`src/hw/rtl/bps_pkg.sv`:
```
// Package for the byte pattern search unit: sizes, register indexes and the
// control bundle handed from the top level to the match tracker.
// No dependencies.
`timescale 1ns / 1ps
`default_nettype none

package bps_pkg;

   // Longest pattern the cell row supports, and width of the byte counter
   localparam int PATTERN_MAX = 16;
   localparam int OFFSET_BITS = 32;

   // Field and register widths
   localparam int BYTE_W   = 8;
   localparam int LEN_W    = 5;
   localparam int CFG_W    = 64;
   localparam int INDEX_W  = 8;
   localparam int RESULT_W = 32;
   localparam int SEL_W    = (PATTERN_MAX > 1) ? $clog2(PATTERN_MAX) : 1;

   // Configuration register indexes
   localparam logic [INDEX_W-1:0] REG_PATTERN_LOW  = INDEX_W'(0);
   localparam logic [INDEX_W-1:0] REG_PATTERN_HIGH = INDEX_W'(1);
   localparam logic [INDEX_W-1:0] REG_PATTERN_LEN  = INDEX_W'(2);
   localparam logic [INDEX_W-1:0] REG_SEARCH_MODE  = INDEX_W'(3);

   // Search modes
   localparam logic MODE_FIRST = 1'b0;
   localparam logic MODE_LAST  = 1'b1;

   // Per-byte control handed to the match tracker
   typedef struct packed {
      logic             accept;
      logic             last;
      logic             hit;
      logic             mode;
      logic [LEN_W-1:0] len_m1;
   } bps_ctl_type;

endpackage

`default_nettype wire

```
`src/hw/rtl/bps_cell.sv`:
```
// One cell of the compare row: holds the partial-match bit for one pattern
// position and hands it to its right neighbor. Depends on bps_pkg.
`timescale 1ns / 1ps
`default_nettype none

module bps_cell
   import bps_pkg::*;
(
   input  wire logic              clock,
   input  wire logic              reset,
   input  wire logic              advance,
   input  wire logic              clear,
   input  wire logic              prev_match,
   input  wire logic [BYTE_W-1:0] data_byte,
   input  wire logic [BYTE_W-1:0] pattern_byte,
   output logic                   match_now,
   output logic                   match_ff
);

   logic match_in;

   // Extend the neighbor's partial match by the incoming byte
   assign match_now = prev_match && (data_byte == pattern_byte);

   always_comb begin
      match_in = match_ff;
      if (advance) begin
         match_in = clear ? 1'b0 : match_now;
      end
   end

   always_ff @(posedge clock) begin
      if (reset) begin
         match_ff <= 1'b0;
      end else begin
         match_ff <= match_in;
      end
   end

endmodule

`default_nettype wire

```
`src/hw/rtl/bps_tracker.sv`:
```
// Match tracker: byte counter, recorded match offset and the result register.
// Depends on bps_pkg.
`timescale 1ns / 1ps
`default_nettype none

module bps_tracker
   import bps_pkg::*;
(
   input  wire logic                clock,
   input  wire logic                reset,
   input  wire bps_ctl_type         ctl,
   input  wire logic                rsp_ready,
   output logic                     rsp_valid,
   output logic                     rsp_found,
   output logic [RESULT_W-1:0]      rsp_match_offset
);

   logic [OFFSET_BITS-1:0] count_ff, count_in;
   logic                   seen_ff, seen_in;
   logic [OFFSET_BITS-1:0] pos_ff, pos_in;
   logic                   rsp_valid_ff, rsp_valid_in;
   logic                   found_ff, found_in;
   logic [RESULT_W-1:0]    offset_ff, offset_in;
   logic                   upd_seen;
   logic [OFFSET_BITS-1:0] upd_pos;
   logic [63:0]            pos_wide;

   // Fold the current byte's hit into the recorded match
   always_comb begin
      upd_seen = seen_ff;
      upd_pos  = pos_ff;
      if (ctl.hit) begin
         if (ctl.mode == MODE_LAST) begin
            upd_seen = 1'b1;
            upd_pos  = count_ff;
         end else if (!seen_ff) begin
            upd_seen = 1'b1;
            upd_pos  = count_ff - OFFSET_BITS'(ctl.len_m1);
         end
      end
   end

   assign pos_wide = 64'(upd_pos);

   // Advance the search state; clear it and load the result on the last byte
   always_comb begin
      count_in     = count_ff;
      seen_in      = seen_ff;
      pos_in       = pos_ff;
      rsp_valid_in = rsp_valid_ff && !rsp_ready;
      found_in     = found_ff;
      offset_in    = offset_ff;
      if (ctl.accept) begin
         if (ctl.last) begin
            count_in     = '0;
            seen_in      = 1'b0;
            pos_in       = '0;
            rsp_valid_in = 1'b1;
            found_in     = upd_seen;
            offset_in    = upd_seen ? pos_wide[RESULT_W-1:0] : '0;
         end else begin
            count_in = count_ff + OFFSET_BITS'(1);
            seen_in  = upd_seen;
            pos_in   = upd_pos;
         end
      end
   end

   always_ff @(posedge clock) begin
      if (reset) begin
         count_ff     <= '0;
         seen_ff      <= 1'b0;
         pos_ff       <= '0;
         rsp_valid_ff <= 1'b0;
      end else begin
         count_ff     <= count_in;
         seen_ff      <= seen_in;
         pos_ff       <= pos_in;
         rsp_valid_ff <= rsp_valid_in;
      end
   end

   // Result payload holds while the transfer is pending
   always_ff @(posedge clock) begin
      found_ff  <= found_in;
      offset_ff <= offset_in;
   end

   assign rsp_valid        = rsp_valid_ff;
   assign rsp_found        = found_ff;
   assign rsp_match_offset = offset_ff;

endmodule

`default_nettype wire

```
`src/hw/rtl/byte_pattern_search_unit.sv`:
```
// Top level of the byte pattern search unit: configuration registers, the
// row of compare cells and the match tracker. Depends on bps_pkg, bps_cell
// and bps_tracker.
//
// Usage: write the pattern bytes, pattern length (1..16) and search mode on
// the csr_ channel while the unit is idle; writes are taken in every cycle.
// Stream the buffer one byte per req_ transfer, marking the final byte with
// req_last_byte. Every byte is compared against all pattern positions at
// once by a row of cells, each holding the partial-match bit of one pattern
// position, so the unit takes one byte per cycle except while a last byte is held back.
// One rsp_ transfer follows each buffer: it becomes valid the cycle after the
// last byte is taken. First mode gives the start offset of the earliest
// match, last mode the offset of the final byte of the latest match; not
// found gives offset zero. The search state clears with the last byte, so
// the next buffer may start in the following cycle.
// While a result waits on rsp_ready, bytes keep flowing; only a further last
// byte is held back (req_ready low) until the pending result is taken.
// Reset clears the search state and loads the register defaults (pattern
// zero, length one, first mode).
`timescale 1ns / 1ps
`default_nettype none

module byte_pattern_search_unit
   import bps_pkg::*;
(
   input  wire logic                clock,
   input  wire logic                reset,
   input  wire logic                csr_valid,
   output logic                     csr_ready,
   input  wire logic [INDEX_W-1:0]  csr_index,
   input  wire logic [CFG_W-1:0]    csr_wdata,
   input  wire logic                req_valid,
   output logic                     req_ready,
   input  wire logic [BYTE_W-1:0]   req_data_byte,
   input  wire logic                req_last_byte,
   output logic                     rsp_valid,
   input  wire logic                rsp_ready,
   output logic                     rsp_found,
   output logic [RESULT_W-1:0]      rsp_match_offset
);

   logic [CFG_W-1:0]       pat_low_ff, pat_low_in;
   logic [CFG_W-1:0]       pat_high_ff, pat_high_in;
   logic [LEN_W-1:0]       pat_len_ff, pat_len_in;
   logic                   mode_ff, mode_in;
   logic [LEN_W-1:0]       eff_len;
   logic [LEN_W-1:0]       len_m1;
   logic [SEL_W-1:0]       hit_sel;
   logic                   accept;
   logic [PATTERN_MAX-1:0] cell_now;
   logic [PATTERN_MAX-1:0] cell_ff;
   bps_ctl_type            ctl;

   assign csr_ready = 1'b1;

   // Register writes; unknown indexes drop
   always_comb begin
      pat_low_in  = pat_low_ff;
      pat_high_in = pat_high_ff;
      pat_len_in  = pat_len_ff;
      mode_in     = mode_ff;
      if (csr_valid && csr_ready) begin
         case (csr_index)
            REG_PATTERN_LOW:  pat_low_in  = csr_wdata;
            REG_PATTERN_HIGH: pat_high_in = csr_wdata;
            REG_PATTERN_LEN:  pat_len_in  = csr_wdata[LEN_W-1:0];
            REG_SEARCH_MODE:  mode_in     = csr_wdata[0];
            default:          ;
         endcase
      end
   end

   always_ff @(posedge clock) begin
      if (reset) begin
         pat_low_ff  <= '0;
         pat_high_ff <= '0;
         pat_len_ff  <= LEN_W'(1);
         mode_ff     <= MODE_FIRST;
      end else begin
         pat_low_ff  <= pat_low_in;
         pat_high_ff <= pat_high_in;
         pat_len_ff  <= pat_len_in;
         mode_ff     <= mode_in;
      end
   end

   // Clamp the length to 1..PATTERN_MAX
   always_comb begin
      eff_len = pat_len_ff;
      if (pat_len_ff == '0) begin
         eff_len = LEN_W'(1);
      end else if (pat_len_ff > LEN_W'(PATTERN_MAX)) begin
         eff_len = LEN_W'(PATTERN_MAX);
      end
   end

   assign len_m1  = eff_len - LEN_W'(1);
   assign hit_sel = len_m1[SEL_W-1:0];

   // Hold back a last byte only while a result is still pending
   assign req_ready = !(req_last_byte && rsp_valid && !rsp_ready);
   assign accept    = req_valid && req_ready;

   // Row of compare cells, one per pattern position
   for (genvar k = 0; k < PATTERN_MAX; k++) begin : g_cell
      logic [BYTE_W-1:0] pat_byte;
      logic              prev;

      if (k < 8) begin : g_low
         assign pat_byte = pat_low_ff[BYTE_W*k +: BYTE_W];
      end else begin : g_high
         assign pat_byte = pat_high_ff[BYTE_W*(k-8) +: BYTE_W];
      end

      if (k == 0) begin : g_head
         assign prev = 1'b1;
      end else begin : g_link
         assign prev = cell_ff[k-1];
      end

      bps_cell u_cell (
         .clock        (clock),
         .reset        (reset),
         .advance      (accept),
         .clear        (req_last_byte),
         .prev_match   (prev),
         .data_byte    (req_data_byte),
         .pattern_byte (pat_byte),
         .match_now    (cell_now[k]),
         .match_ff     (cell_ff[k])
      );
   end

   // Full match when the cell at the pattern's final position matches
   always_comb begin
      ctl.accept = accept;
      ctl.last   = req_last_byte;
      ctl.hit    = cell_now[hit_sel];
      ctl.mode   = mode_ff;
      ctl.len_m1 = len_m1;
   end

   bps_tracker u_tracker (
      .clock            (clock),
      .reset            (reset),
      .ctl              (ctl),
      .rsp_ready        (rsp_ready),
      .rsp_valid        (rsp_valid),
      .rsp_found        (rsp_found),
      .rsp_match_offset (rsp_match_offset)
   );

   // A buffer's last byte produces a result in the next cycle
   a_last_gives_result: assert property (@(posedge clock) disable iff (reset)
      accept && req_last_byte |=> rsp_valid)
      else $error("no result after last byte transfer");

   // Partial matches never carry over into the next buffer
   a_cells_clear: assert property (@(posedge clock) disable iff (reset)
      accept && req_last_byte |=> cell_ff == '0)
      else $error("cell row not cleared after last byte");

   // A result without a match reports offset zero
   a_miss_zero: assert property (@(posedge clock) disable iff (reset)
      rsp_valid && !rsp_found |-> rsp_match_offset == '0)
      else $error("nonzero offset on a miss");

   // Input stalls only behind a pending result
   a_stall_cause: assert property (@(posedge clock) disable iff (reset)
      !req_ready |-> rsp_valid && !rsp_ready)
      else $error("input stalled without a pending result");

endmodule

`default_nettype wire

```
`config.mk`:
```
export PLATFORM = sky130hd
export DESIGN_NAME = byte_pattern_search_unit
export DESIGN_NICKNAME = d
export VERILOG_FILES = /design/src/hw/rtl/bps_pkg.sv /design/src/hw/rtl/bps_cell.sv /design/src/hw/rtl/bps_tracker.sv /design/src/hw/rtl/byte_pattern_search_unit.sv
export SDC_FILE = /design/constraint.sdc
export NUM_CORES = 1
export LEC_CHECK = 0
export ABC_AREA = 1
export BUFFER_PORTS_ARGS = -buffer_cell sky130_fd_sc_hd__buf_2
export CAP_MARGIN = 20
export CELL_PAD_IN_SITES_DETAIL_PLACEMENT = 1
export CELL_PAD_IN_SITES_GLOBAL_PLACEMENT = 2
export CORE_ASPECT_RATIO = 0.9
export CORE_MARGIN = 2
export CORE_UTILIZATION = 33
export CTS_BUF_LIST = sky130_fd_sc_hd__clkbuf_16
export CTS_CLUSTER_SIZE = 20
export DETAILED_ROUTE_END_ITERATION = 12
export HOLD_SLACK_MARGIN = 0.05
export PLACE_DENSITY = 0.85
export SLEW_MARGIN = 30
export SYNTH_ARGS = -nofsm -noshare
export SYNTH_HDL_FRONTEND = slang
export SYNTH_SLANG_ARGS = --single-unit
```
`constraint.sdc`:
```
create_clock -name clock -period 4.5 [get_ports clock]
set_clock_uncertainty 0.2 [all_clocks]
set_input_delay 1.125 -clock clock [delete_from_list [all_inputs] [get_ports clock]]
set_output_delay 1.125 -clock clock [all_outputs]
set_load 0.05 [all_outputs]
```
==> run summary <==
Synth Flop Type = dfxtp_1
Status = complete, no violations
Initial drt markers = 700
Worst-Margin Slew = 0.829 ns
Vias in the first global route = 13700
Antenna violations before repair = 0
Rel. slew slack = 0.446
Non-Filler Instances = 2652
Post-CTS resize count = 0
Clock group share of total power = 0.501
CORE AREA = 0.0404 sq mm
Max Clock Freq = 263 MHz
Top cell by count, worst path = nand2_1
Initial core utilization = 0.333
H-tree depth = 1
Most numerous cell in the Yosys netlist = nand2_1
First-pass GRT wire length = 76100 um
Die width = 217 um
Hold Crit Class = flip-flop to flip-flop
CTS tree = done
Max IR drop VDD = 0.301 mV
Clk buf depth = 3
Synth cell types = 42
IO Port Bufs = 120
Seq/Total Area, Yosys = 0.394
Routed len/inst = 17.7 um
Total of warnings raised by yosys = 0
Crit path DAT = 3.91 ns
Comb power frac = 0.073
Fillcell total = 5220
Router iterations before antenna repair = 5
Cell count after synthesis = 2022
Largest cells by area after synthesis = dfxtp_1, nand2_1, a21oi_1
# diodes = 0
Pleak = 6.65 nW
Tot GR Track Use = 0.223
Routability cong. = 0.849
Net Count, Synth = 2116
FP Rows = 70
Post-route DRC = 0
WP data required = 4.60 ns
DP Cell Count = 2596
Setup TNS = 0 ns
Minimum clock period = 3.81 ns
Nets = 2182
CP Class = flip-flop to flip-flop
Final hold vios = 0
Largest net degree at the start of global routing = 129
Max Slew Vio Count = 0
Seq pwr share = 0.426
Power density cells = 342 mW/mm^2
# clock sinks = 248
Net Sw Frac = 0.246
Number of synthesized register bits = 248
Die ar. = 0.0424 sq mm
RSZ-0062 raised after global routing = no
Internal power = 0.00400 W
CTS Buf Count = 30
Critical Path Fanout Max = 9
Setup bufs post-CTS = 0
Startpoint types = flip-flop
Async S/R FF share, synth = 0
Top cell type's share of synthesized area = 0.320
Critical path endpoint category = flip-flop
Yosys top cell by area = dfxtp_1
Worst skew pair latency = 0.58 ns
Average size of a mapped cell = 6.65 sq um
Total grt overflow = 0
Worst stage delay on the critical path = 0.42 ns
DP HPWL = 33100 um
Clock transition at the registers of the reported paths = 0.06 ns
Die height = 195 um
Max-Cap Viols = 0
Root buffer cell = clkbuf_16
CTS Hold Bufs = 0
Share of layout cells above drive strength 1 = 0.103
Syn Std Cell Area = 0.0134 sq mm
Detailed-route via count = 13300
Crit-path cells = inv_1, nand3_1, a21oi_2, inv_2, ha_1, xor2_1, inv_1, ha_1, a21oi_1, o21ai_0, nand2_1, nand2_1, nor2_1, nand3_1, nand3_1, nand2_1, nand2_1, nand3_1, nand2_1, nor2_1
Sw Pwr = 0.00131 W
Top cells by instance count after synthesis = nand2_1, inv_1, a21oi_1
Area Growth Syn to Fin = 15.7%
Fin crit share = 0.847
Crit-path slowest cell = nor2_1
Final ANT Viol Nets = 0
Vias per inst = 5.02
Post-layout util = 0.385
Top-Level Pins = 122
Total Routed Length = 47000 um
Setup violations, final = 0
Number of synthesized flops with an enable pin = 33
Post-layout power = 0.00531 W
[critical path: cells and delay by family, from the launching register on]
family	cells	cell delay, ns
buffers and inverters	3	0.33
AOI/OAI and AO/OA	3	0.45
and+or+nand+nor	11	1.41
xor gates and xnor gates	1	0.25
DFF	1	0.31
adders and majority gates	2	0.59
[cells by family (layout without fill, tap and decap cells)]
group,after synthesis,count (layout),share of synthesized area
DFF,248,248,0.394
other,1,1,0.000279
xor gates and xnor gates,50,50,0.0326
buffers and inverters,381,471,0.113
adders and majority gates,8,8,0.00801
and+or+nand+nor,862,862,0.268
AOI/OAI and AO/OA,472,472,0.184
[power by group through the flow]
stage,combinational (W),clock (W),sequential [W]
finish,0.000389,0.00266,0.00226
global route,0.000430,0.00280,0.00226
CTS,0.000392,0.00270,0.00226
detailed placement,0.000390,0,0.00231
global placement,0.000382,0,0.00231
floorplan,0.000202,0,0.00235
[per-layer routing]
metal,vias up,global-route usage,wire [um]
met1,6412,0.332,24300
met3,34,0.0280,1920
met2,220,0.350,20200
met5,-,0,0
li1,6650,-,-
met4,0,0.0363,581
[cell usage in the layout, fill, tap and decap left out, types with 4 or more instances in the layout]
cell type | netlist | layout
nand2_1 | 457 | 457
inv_1 | 257 | 260
a21oi_1 | 233 | 233
dfxtp_1 | 215 | 215
o21ai_0 | 201 | 201
nor2_1 | 175 | 174
nand3_1 | 174 | 173
buf_2 | 24 | 120
edfxtp_1 | 33 | 33
clkbuf_16 | 0 | 31
xor2_1 | 27 | 27
xnor2_1 | 23 | 23
buf_4 | 6 | 21
nor3_1 | 17 | 17
nand4_1 | 11 | 11
clkinv_1 | 6 | 11
clkinv_2 | 0 | 9
a21boi_1 | 8 | 8
or2_2 | 8 | 8
o211ai_1 | 8 | 8
nor4_1 | 9 | 8
ha_1 | 7 | 7
bufinv_16 | 0 | 7
inv_2 | 6 | 5
nand3b_1 | 5 | 5
buf_12 | 0 | 5
o21a_1 | 4 | 4
a211oi_1 | 4 | 4
[final cells by class]
cell class,instances,area (sq um),share of cell area
clock buffer,31,776,0.0499
timing repair buffer,146,858,0.0552
tap,540,676,0.0434
clock inverter,25,295,0.0190
inverter,269,1010,0.0651
multi-input combinational,1393,6640,0.427
sequential,248,5300,0.340
[state kept, by name, summed over array words and instances (netlist names)]
name / count
u_tracker.rsp_match_offset: 32
pat_len_ff: 5
u_tracker.count_ff: 32
g_cell.u_cell.match_ff: 15
u_tracker.rsp_found: 1
pat_high_ff: 64
u_tracker.seen_ff: 1
u_tracker.rsp_valid: 1
mode_ff: 1
u_tracker.pos_ff: 32
pat_low_ff: 64
[through the flow]
| stage | hold slack, ns | worst slack, ns | instance area, sq um |
|---|---|---|---|
| 3_5_place_dp | 0.255 | 0.231 | 14500 |
| 5_1_grt | 0.288 | 0.341 | 15600 |
| 2_1_floorplan | 0.240 | 1.13 | 13400 |
| 3_3_place_gp | 0.250 | 0.295 | 14500 |
| 6_report | 0.265 | 0.690 | 15600 |
| 4_1_cts | 0.265 | 0.707 | 15600 |
[worst paths after layout]
check / cells after the start / end / slack (ns) / from
worst max-delay path: 20 / u_tracker.rsp_match_offset[25] / 0.69 / pat_len_ff[3]
worst min-delay path: 2 / g_cell[12].u_cell.match_ff / 0.27 / g_cell[12].u_cell.match_ff
worst max register to register: 20 / u_tracker.rsp_match_offset[25] / 0.69 / pat_len_ff[3]
worst min register to register: 2 / g_cell[12].u_cell.match_ff / 0.27 / g_cell[12].u_cell.match_ff
Note: power is estimated with default switching activity, not from simulation.
